--- src/hdl/socks5_pkg.sv ---
// ----------------------------------------------------------------------------
// SOCKS5 request parser package
// Shared item types, parser phases, status codes and protocol constants.
// ----------------------------------------------------------------------------
package socks5_pkg;

  // Parser phases.
  typedef enum logic [3:0] {
    PH_VERSION  = 4'd0,
    PH_COMMAND  = 4'd1,
    PH_RESERVED = 4'd2,
    PH_ATYPE    = 4'd3,
    PH_NAMELEN  = 4'd4,
    PH_ADDRESS  = 4'd5,
    PH_PORT     = 4'd6,
    PH_DONE     = 4'd7,
    PH_BADVER   = 4'd8,
    PH_BADCMD   = 4'd9,
    PH_BADATYP  = 4'd10,
    PH_NORSV    = 4'd11
  } phase_e;

  // Reported status codes.
  typedef enum logic [2:0] {
    ST_BUSY     = 3'd0,
    ST_DONE     = 3'd1,
    ST_BADVER   = 3'd2,
    ST_BADCMD   = 3'd3,
    ST_BADATYP  = 3'd4,
    ST_NORSV    = 3'd5
  } status_e;

  // Protocol constants.
  localparam logic [7:0] VersionReset = 8'd5;
  localparam logic [7:0] ReservedByte = 8'h00;
  localparam logic [7:0] CmdConnect   = 8'd1;
  localparam logic [7:0] CmdUdpAssoc  = 8'd3;
  localparam logic [7:0] AtypIpv4     = 8'd1;
  localparam logic [7:0] AtypDomain   = 8'd3;
  localparam logic [7:0] AtypIpv6     = 8'd4;
  localparam logic [7:0] Ipv4Len      = 8'd4;
  localparam logic [7:0] Ipv6Len      = 8'd16;
  localparam logic [7:0] PortBytes    = 8'd2;

  typedef struct packed {
    logic [7:0] data_byte;
    logic       restart;
  } in_item_t;

  typedef struct packed {
    status_e     status;
    logic [1:0]  command;
    logic [7:0]  address_kind;
    logic        addr_valid;
    logic [7:0]  addr_byte;
    logic [7:0]  addr_index;
    logic [7:0]  name_length;
    logic [15:0] dest_port;
  } out_item_t;

  // Terminal phases report their own status; all others are busy.
  function automatic status_e status_of(input phase_e ph);
    status_e st;
    unique case (ph)
      PH_DONE:    st = ST_DONE;
      PH_BADVER:  st = ST_BADVER;
      PH_BADCMD:  st = ST_BADCMD;
      PH_BADATYP: st = ST_BADATYP;
      PH_NORSV:   st = ST_NORSV;
      default:    st = ST_BUSY;
    endcase
    return st;
  endfunction

endpackage

--- src/hdl/socks5_request_parser_top.sv ---
// ----------------------------------------------------------------------------
// SOCKS5 request parser
// Byte-at-a-time parser for the SOCKS5 request header with streamed address.
// ----------------------------------------------------------------------------
// The parser takes one request byte per input item and returns exactly one
// result item per byte, describing the parser after that byte. It accepts a
// byte in every clock cycle unless the result stalls: the parser state and
// the result register are updated in the same cycle, and the result register
// is refilled on the very edge at which its previous item is taken, so the
// sustained rate is one item per cycle while out_ready_i is high; results are registered.
// in_ready_o falls only while a finished result waits with out_ready_i low.
// The first byte must match the expected_version register (reset value 5),
// then come the command (connect, bind or UDP associate), a zero reserved
// byte and the address type. IPv4 carries 4 address bytes, IPv6 carries 16,
// and a domain carries a length byte followed by that many bytes; a length of
// zero goes straight to the port. Address bytes are not stored: each one is
// reported with addr_valid set and its position in addr_index. The two port
// bytes arrive high byte first. Done and every error are terminal: later
// bytes repeat the same status until an item arrives with restart set, which
// makes that byte the version byte of a new request. The configuration port
// is always ready and should be written only while the parser is idle.
// ----------------------------------------------------------------------------
module socks5_request_parser_top (
  input  logic                  clk_i,
  input  logic                  rst_ni,
  // Request byte channel.
  input  logic                  in_valid_i,
  output logic                  in_ready_o,
  input  socks5_pkg::in_item_t  in_data_i,
  // Result channel.
  output logic                  out_valid_o,
  input  logic                  out_ready_i,
  output socks5_pkg::out_item_t out_data_o,
  // Configuration: expected version byte.
  input  logic                  cfg_valid_i,
  output logic                  cfg_ready_o,
  input  logic [7:0]            cfg_data_i
);
  import socks5_pkg::*;

  // Parser state.
  phase_e      phase_q, phase_d;
  logic [7:0]  bytes_left_q, bytes_left_d;
  logic [7:0]  byte_pos_q, byte_pos_d;
  logic [1:0]  command_q, command_d;
  logic [7:0]  atyp_q, atyp_d;
  logic [7:0]  length_q, length_d;
  logic [15:0] port_q, port_d;
  logic [7:0]  exp_ver_q;

  // Result register.
  logic        out_valid_q;
  out_item_t   out_q, out_d;

  // State as seen by this byte, after an optional restart.
  phase_e      ph_eff;
  logic [7:0]  left_eff, pos_eff, atyp_eff, len_eff;
  logic [1:0]  cmd_eff;
  logic [15:0] port_eff;
  logic [7:0]  left_dec;
  logic [7:0]  b;
  logic        in_fire;

  assign in_ready_o  = !out_valid_q || out_ready_i;
  assign in_fire     = in_valid_i && in_ready_o;
  assign cfg_ready_o = 1'b1;
  assign out_valid_o = out_valid_q;
  assign out_data_o  = out_q;

  always_comb begin
    b = in_data_i.data_byte;
    if (in_data_i.restart) begin
      ph_eff   = PH_VERSION;
      left_eff = '0;
      pos_eff  = '0;
      cmd_eff  = '0;
      atyp_eff = '0;
      len_eff  = '0;
      port_eff = '0;
    end else begin
      ph_eff   = phase_q;
      left_eff = bytes_left_q;
      pos_eff  = byte_pos_q;
      cmd_eff  = command_q;
      atyp_eff = atyp_q;
      len_eff  = length_q;
      port_eff = port_q;
    end
    left_dec = left_eff - 8'd1;

    phase_d      = ph_eff;
    bytes_left_d = left_eff;
    byte_pos_d   = pos_eff;
    command_d    = cmd_eff;
    atyp_d       = atyp_eff;
    length_d     = len_eff;
    port_d       = port_eff;

    out_d            = '0;
    out_d.addr_valid = 1'b0;

    unique case (ph_eff)
      PH_VERSION: begin
        phase_d = (b == exp_ver_q) ? PH_COMMAND : PH_BADVER;
      end
      PH_COMMAND: begin
        if (b >= CmdConnect && b <= CmdUdpAssoc) begin
          command_d = b[1:0];
          phase_d   = PH_RESERVED;
        end else begin
          phase_d = PH_BADCMD;
        end
      end
      PH_RESERVED: begin
        phase_d = (b == ReservedByte) ? PH_ATYPE : PH_NORSV;
      end
      PH_ATYPE: begin
        atyp_d     = b;
        byte_pos_d = '0;
        priority if (b == AtypIpv4) begin
          length_d     = Ipv4Len;
          bytes_left_d = Ipv4Len;
          phase_d      = PH_ADDRESS;
        end else if (b == AtypIpv6) begin
          length_d     = Ipv6Len;
          bytes_left_d = Ipv6Len;
          phase_d      = PH_ADDRESS;
        end else if (b == AtypDomain) begin
          phase_d = PH_NAMELEN;
        end else begin
          phase_d = PH_BADATYP;
        end
      end
      PH_NAMELEN: begin
        length_d = b;
        if (b == 8'd0) begin
          bytes_left_d = PortBytes;
          phase_d      = PH_PORT;
        end else begin
          bytes_left_d = b;
          phase_d      = PH_ADDRESS;
        end
      end
      PH_ADDRESS: begin
        out_d.addr_valid = 1'b1;
        out_d.addr_byte  = b;
        out_d.addr_index = pos_eff;
        byte_pos_d       = pos_eff + 8'd1;
        if (left_dec == 8'd0) begin
          bytes_left_d = PortBytes;
          phase_d      = PH_PORT;
        end else begin
          bytes_left_d = left_dec;
        end
      end
      PH_PORT: begin
        port_d       = {port_eff[7:0], b};
        bytes_left_d = left_dec;
        if (left_dec == 8'd0) begin
          phase_d = PH_DONE;
        end
      end
      default: begin
        // Terminal phases ignore the byte.
      end
    endcase

    out_d.status       = status_of(phase_d);
    out_d.command      = command_d;
    out_d.address_kind = atyp_d;
    out_d.name_length  = length_d;
    out_d.dest_port    = port_d;
  end

  always_ff @(posedge clk_i or negedge rst_ni) begin
    if (!rst_ni) begin
      phase_q      <= PH_VERSION;
      bytes_left_q <= '0;
      byte_pos_q   <= '0;
      command_q    <= '0;
      atyp_q       <= '0;
      length_q     <= '0;
      port_q       <= '0;
      exp_ver_q    <= VersionReset;
      out_valid_q  <= 1'b0;
    end else begin
      if (cfg_valid_i && cfg_ready_o) begin
        exp_ver_q <= cfg_data_i;
      end
      if (in_fire) begin
        phase_q      <= phase_d;
        bytes_left_q <= bytes_left_d;
        byte_pos_q   <= byte_pos_d;
        command_q    <= command_d;
        atyp_q       <= atyp_d;
        length_q     <= length_d;
        port_q       <= port_d;
        out_valid_q  <= 1'b1;
      end else if (out_ready_i) begin
        out_valid_q <= 1'b0;
      end
    end
  end

  always_ff @(posedge clk_i) begin
    if (in_fire) begin
      out_q <= out_d;
    end
  end

`ifndef SYNTH
  // Address bytes are only reported while the request is still in progress.
  assert property (@(posedge clk_i) disable iff (!rst_ni)
    out_valid_q && out_q.addr_valid |-> out_q.status == ST_BUSY && out_q.name_length != 8'd0)
    else $error("address byte reported outside the address phase");

  // Done is terminal until a byte with restart is accepted.
  assert property (@(posedge clk_i) disable iff (!rst_ni)
    phase_q == PH_DONE && !(in_fire && in_data_i.restart) |=> phase_q == PH_DONE)
    else $error("done phase left without restart");

  // A configuration write lands in the version register.
  assert property (@(posedge clk_i) disable iff (!rst_ni)
    cfg_valid_i |=> exp_ver_q == $past(cfg_data_i))
    else $error("expected version not updated");

  // An address position never reaches the declared length.
  assert property (@(posedge clk_i) disable iff (!rst_ni)
    phase_q == PH_ADDRESS |-> byte_pos_q < length_q)
    else $error("address position beyond length");
`endif

endmodule
--- config.mk ---
export PLATFORM = sky130hd
export DESIGN_NAME = socks5_request_parser_top
export DESIGN_NICKNAME = d
export VERILOG_FILES = /design/src/hdl/socks5_pkg.sv /design/src/hdl/socks5_request_parser_top.sv
export SDC_FILE = /design/constraint.sdc
export NUM_CORES = 1
export LEC_CHECK = 0
export ABC_AREA = 0
export ABC_CLOCK_PERIOD_IN_PS = 9200
export BUFFER_PORTS_ARGS = -buffer_cell sky130_fd_sc_hd__clkbuf_2
export CAP_MARGIN = 5
export CORE_AREA = 2 2 131 133
export CTS_BUF_LIST = sky130_fd_sc_hd__clkbuf_4 sky130_fd_sc_hd__clkbuf_8 sky130_fd_sc_hd__clkbuf_16
export CTS_CLUSTER_SIZE = 25
export DETAILED_ROUTE_END_ITERATION = 6
export DIE_AREA = 0 0 133 135
export GPL_TIMING_DRIVEN = 0
export PLACE_DENSITY = 0.59
export SYNTH_ARGS = -nofsm -noshare
export SYNTH_HDL_FRONTEND = slang
export SYNTH_SLANG_ARGS = --single-unit
export TNS_END_PERCENT = 30
--- constraint.sdc ---
create_clock -name clk_i -period 9.2 [get_ports clk_i]
set_input_delay 1.84 -clock clk_i [delete_from_list [all_inputs] [get_ports clk_i]]
set_output_delay 1.84 -clock clk_i [all_outputs]
set_load 0.01 [all_outputs]
### Word level (Yosys, flattened, before mapping)

Cells that the tools add are included.

| cells by class | value |
|---|---|
| add/subtract/negate cells | 2 |
| order comparisons | 2 |
| eq/ne operators | 15 |
| multiplexer cells | 34 |
| reduce and logical (&&, ||, !) cells | 8 |

Operator list:

| kind | count |
|---|---|
| $mux 8 | 11 |
| $mux 4 | 9 |
| $mux 16 | 2 |
| $pmux 8 s2 | 2 |
| $pmux 8 s4 | 1 |
| $pmux 4 s7 | 1 |
| $mux 17 | 1 |
| $eq 4x3->1 const B | 4 |
| $eq 4x4->1 const B | 4 |
| $logic_not 8->1 | 2 |
| $pmux 3 s5 | 1 |
| $add 8x1->8 const B | 1 |
| $eq 4x2->1 const B | 2 |
| $eq 8x1->1 const B | 1 |
| $eq 8x2->1 const B | 1 |
| $eq 8x3->1 const B | 1 |
| $eq 8x8->1 | 1 |
| $ge 8x1->1 const B | 1 |
| $le 8x2->1 const B | 1 |
| $mux 2 | 4 |
| $sub 8x1->8 const B | 1 |
| $eq 4x1->1 const B | 1 |
| $logic_not 4->1 | 1 |
| $logic_and 1x1->1 | 2 |
| 4 further kinds | 5 |

| word-level totals | value |
|---|---|
| register bits | 117 |
| bits of input ports | 22 |
| output and inout bits | 57 |
| word-level logic and storage cells | 78 |

### Logic depth before layout (Yosys ltp)

| depth | value |
|---|---|
| depth in word-level cells | 7 |
| gate-level depth with buffers | 12 |
| mapped depth without buffers | 9 |

### Least setup slack after synthesis

OpenSTA, ideal clock, no wires.

| timing path | value |
|---|---|
| path type | input to register |
| start point | input in_data_i[0] (netlist bit) |
| end point | register out_q (netlist bit out_data_o[51]), data pin |
| library setup time | 0.269 ns |
| arrival time | 4.361 ns |
| data required time | 8.931 ns |
| slack | 4.571 ns |
| stages | 11 |
| path buffers | 3 |
| path through | clkbuf_1 -> inv_1 -> clkbuf_1 -> buf_1 -> nand2_1 -> ha_1 -> o41ai_1 -> o2111ai_1 -> or3_1 -> a211oi_1 -> a21oi_1 |

RTL lines:

| item | line | source |
|---|---|---|
| from (decl) | socks5_request_parser_top.sv:29 | `input socks5_pkg::in_item_t in_data_i,` |
| to (signal assigned) | socks5_request_parser_top.sv:207 | `out_q <= out_d;` |
| to (decl) | socks5_request_parser_top.sv:53 | `out_item_t out_q, out_d;` |

==> results.cfg <==
[route]
first_pass_iters = 4
vias = 4538
drc = 0
detail-route-antenna-nets = 0
routed_wl_um = 15200
viasPerCell = 5.29
drt-initial-drc-count = 313
wl_per_cell_um = 17.8

[clock_network]
clock_sinks = 117
clk_pin_slew_ns = 0.05
root_buffer = clkbuf_16
clk_latency_ns = 0.43
htreeDepth = 4
cts_setup_buffers = 0
clockBufferDepth = 2
cts.repair.resized = 0
cts_tree = done
holdBufCountCts = 0
cts_buffers = 17

[synthesis]
synth_cells = 533
ys_seq_area_frac = 0.561
syn_area_per_cell_sq_um = 10.7
synth_area_leaders = edfxtp_1, dfrtp_1, mux2_2, nand2_1, a21oi_1
syn-num-nets = 558
synth_warnings = 0
synth_seq_cells = 117
yosysTopAreaCell = edfxtp_1
ys_types = 66
synth_ff_type = dfrtp_1
synth_area_sq_um = 5710
yosys.area.top_type_share = 0.284
synth_edf_count = 54
ys_async_sr_fraction = 0.538

[power_and_ir_drop]
power_density_nw_per_um2 = 197
total_power_mw = 1.38
vdd_drop_max_mv = 0.135
leakagePower_nw = 3.04

[floorplanning]
start_util = 0.348
die_h_um = 135
dieArea_sq_um = 18000
io_pins = 79
fp.dieW_um = 133
coreArea_sq_um = 16400
num_rows = 47

[grt]
antenna_found_initial = 0
grt_pass1_vias = 4433
grt_overflow = 0
grt_max_degree = 64
grt_usage = 0.177
grt_pass1_wl_um = 24100

[worst_setup_path]
crit_top_cell = clkbuf_1
start_kind = input pin
rrSetupSlack_ns = 6.10
cpPeakStageDelay_ns = 0.48
startpoint = in_data_i[0]
required_ns = 9.35
cp_cell_sequence = clkbuf_1 -> inv_1 -> clkbuf_1 -> buf_1 -> nand2_1 -> ha_1 -> o41ai_1 -> o2111ai_1 -> or3_1 -> a211oi_1 -> a21oi_1
crit_path_top_delay_cell = buf_1
r2r-end = out_data_o[51]
reg2reg_depth = 8
reg2reg_from = bytes_left_q[0]
cp-end-kind = register
critical_path_class = input pin to register
arrival_ns = 5.43
cp_max_fo = 10

[min_path]
holdPathEnd = port_q[15]
worst_hold_startpoint = port_q[15]
min_path_cells = 2
worstHoldPathType = register to register

[status]
outcome = completed

[sta]
skew_ns = 0.00742
finalSetupTns_ns = 0
setup_viol = 0
worst_pin_slew_ns = 0.880
max_slew_margin = 0.413
fin_crit_sh = 0.574
fmax_mhz = 189
grt_setup_unrepaired = no
drv_slew = 0
fin_crit_ns = 5.28
hold_violations = 0

[placed_design]
port_buffers = 72
gp_congestion = 0.867
dp_hpwl_um = 10200

[finish]
layout.nets = 650
nFillCells = 1566
final_core_util = 0.426
final_cell_mix = nand2_1, clkbuf_2, dfrtp_1, edfxtp_1
mostFrequentLayoutCell = nand2_1
area_growth_pct = 22.5
antenna_cells = 0
drive_gt1_frac = 0.245

[flow_run]
max_cap_viol_count = 0
[state kept, by name, indices dropped and copies added (netlist names)]
| signal | cells |
|---|---|
| byte_pos_q | 8 |
| out_valid_o | 1 |
| phase_q | 4 |
| atyp_q | 8 |
| bytes_left_q | 8 |
| length_q | 8 |
| port_q | 16 |
| out_data_o | 54 |
| exp_ver_q | 8 |
| command_q | 2 |
[power by group]
| group | switching (mW) | internal [mW] |
|---|---|---|
| Combinational | 0.0743 | 0.0392 |
| Sequential | 0.00891 | 0.569 |
| Clock | 0.253 | 0.434 |
[how the worst max path moves through the flow]
stage | endpoint | cells after the start | slack, ns
finish | out_data_o[51] | 11 | 3.92
global placement | out_data_o[44] | 6 | 3.57
floorplan | out_data_o[51] | 11 | 4.57
detailed placement | out_data_o[51] | 11 | 3.54
global route | out_data_o[51] | 11 | 3.65
CTS | out_data_o[51] | 11 | 3.96
[layer usage]
layer,vias to the layer above,wire length (um),GRT usage
met1,2228,6980,0.235
met2,174,6980,0.277
met4,0,386,0.0806
met3,33,895,0.0417
met5,-,0,0
li1,2103,-,-
[worst max-delay path: cells and delay by family]
| family | cells | cell delay, ns |
|---|---|---|
| and+or+nand+nor | 2 | 0.58 |
| adders and majority gates | 1 | 0.34 |
| buffers and inverters | 4 | 1.35 |
| AOI/OAI and AO/OA | 4 | 1.32 |
[per-stage QoR]
step	std cells	hold WS, ns	worst slack (ns)	instance area (sq um)
after global routing	858	0.492	3.65	6990
after global placement	825	0.458	3.57	6340
after CTS	858	0.478	3.96	6990
final	858	0.475	3.92	6990
after detailed placement	826	0.462	3.54	6370
after floorplan	533	0.446	4.57	5710
[cell type report]
class	instances	area, sq um	area share
Sequential cell	117	3200	0.458
Multi-Input combinational cell	363	2270	0.325
Clock buffer	18	439	0.0628
Timing Repair Buffer	73	390	0.0559
Tap cell	220	275	0.0394
Buffer	42	193	0.0276
Clock inverter	14	175	0.0251
Inverter	11	41.3	0.00591
[Yosys cell counts (all sizes together), types with 2 or more instances]
library cell,n
a31oi,7
mux2,32
mux2i,2
or2,2
a22o,10
nand2b,7
inv,11
and3,12
a21o,13
o31ai,6
nor3b,2
o21a,3
nor4,7
dfrtp,61
and2,16
or3,3
or4,4
a21oi,30
ha,3
xnor2,2
edfxtp,54
o2bb2ai,2
nand2,82
nor3,14
xor2,10
buf,9
or3b,2
nand3,9
dfstp,2
o211ai,3
a221o,2
nor2,18
clkbuf,33
nor2b,6
o21ai,34
[kinds of logic after synthesis]
family                   count (synthesis)  synth area share
other                                    1          0.000657
AND/OR/NAND/NOR                        189             0.166
adder cells (fa/ha/maj)                  3           0.00658
buffers and inverters                   53            0.0403
flip-flops                             117             0.561
XOR/XNOR                                12            0.0184
multiplexers                            34            0.0667
AO/OA/AOI/OAI                          124             0.141
Note: power is estimated with default switching activity, not from simulation.
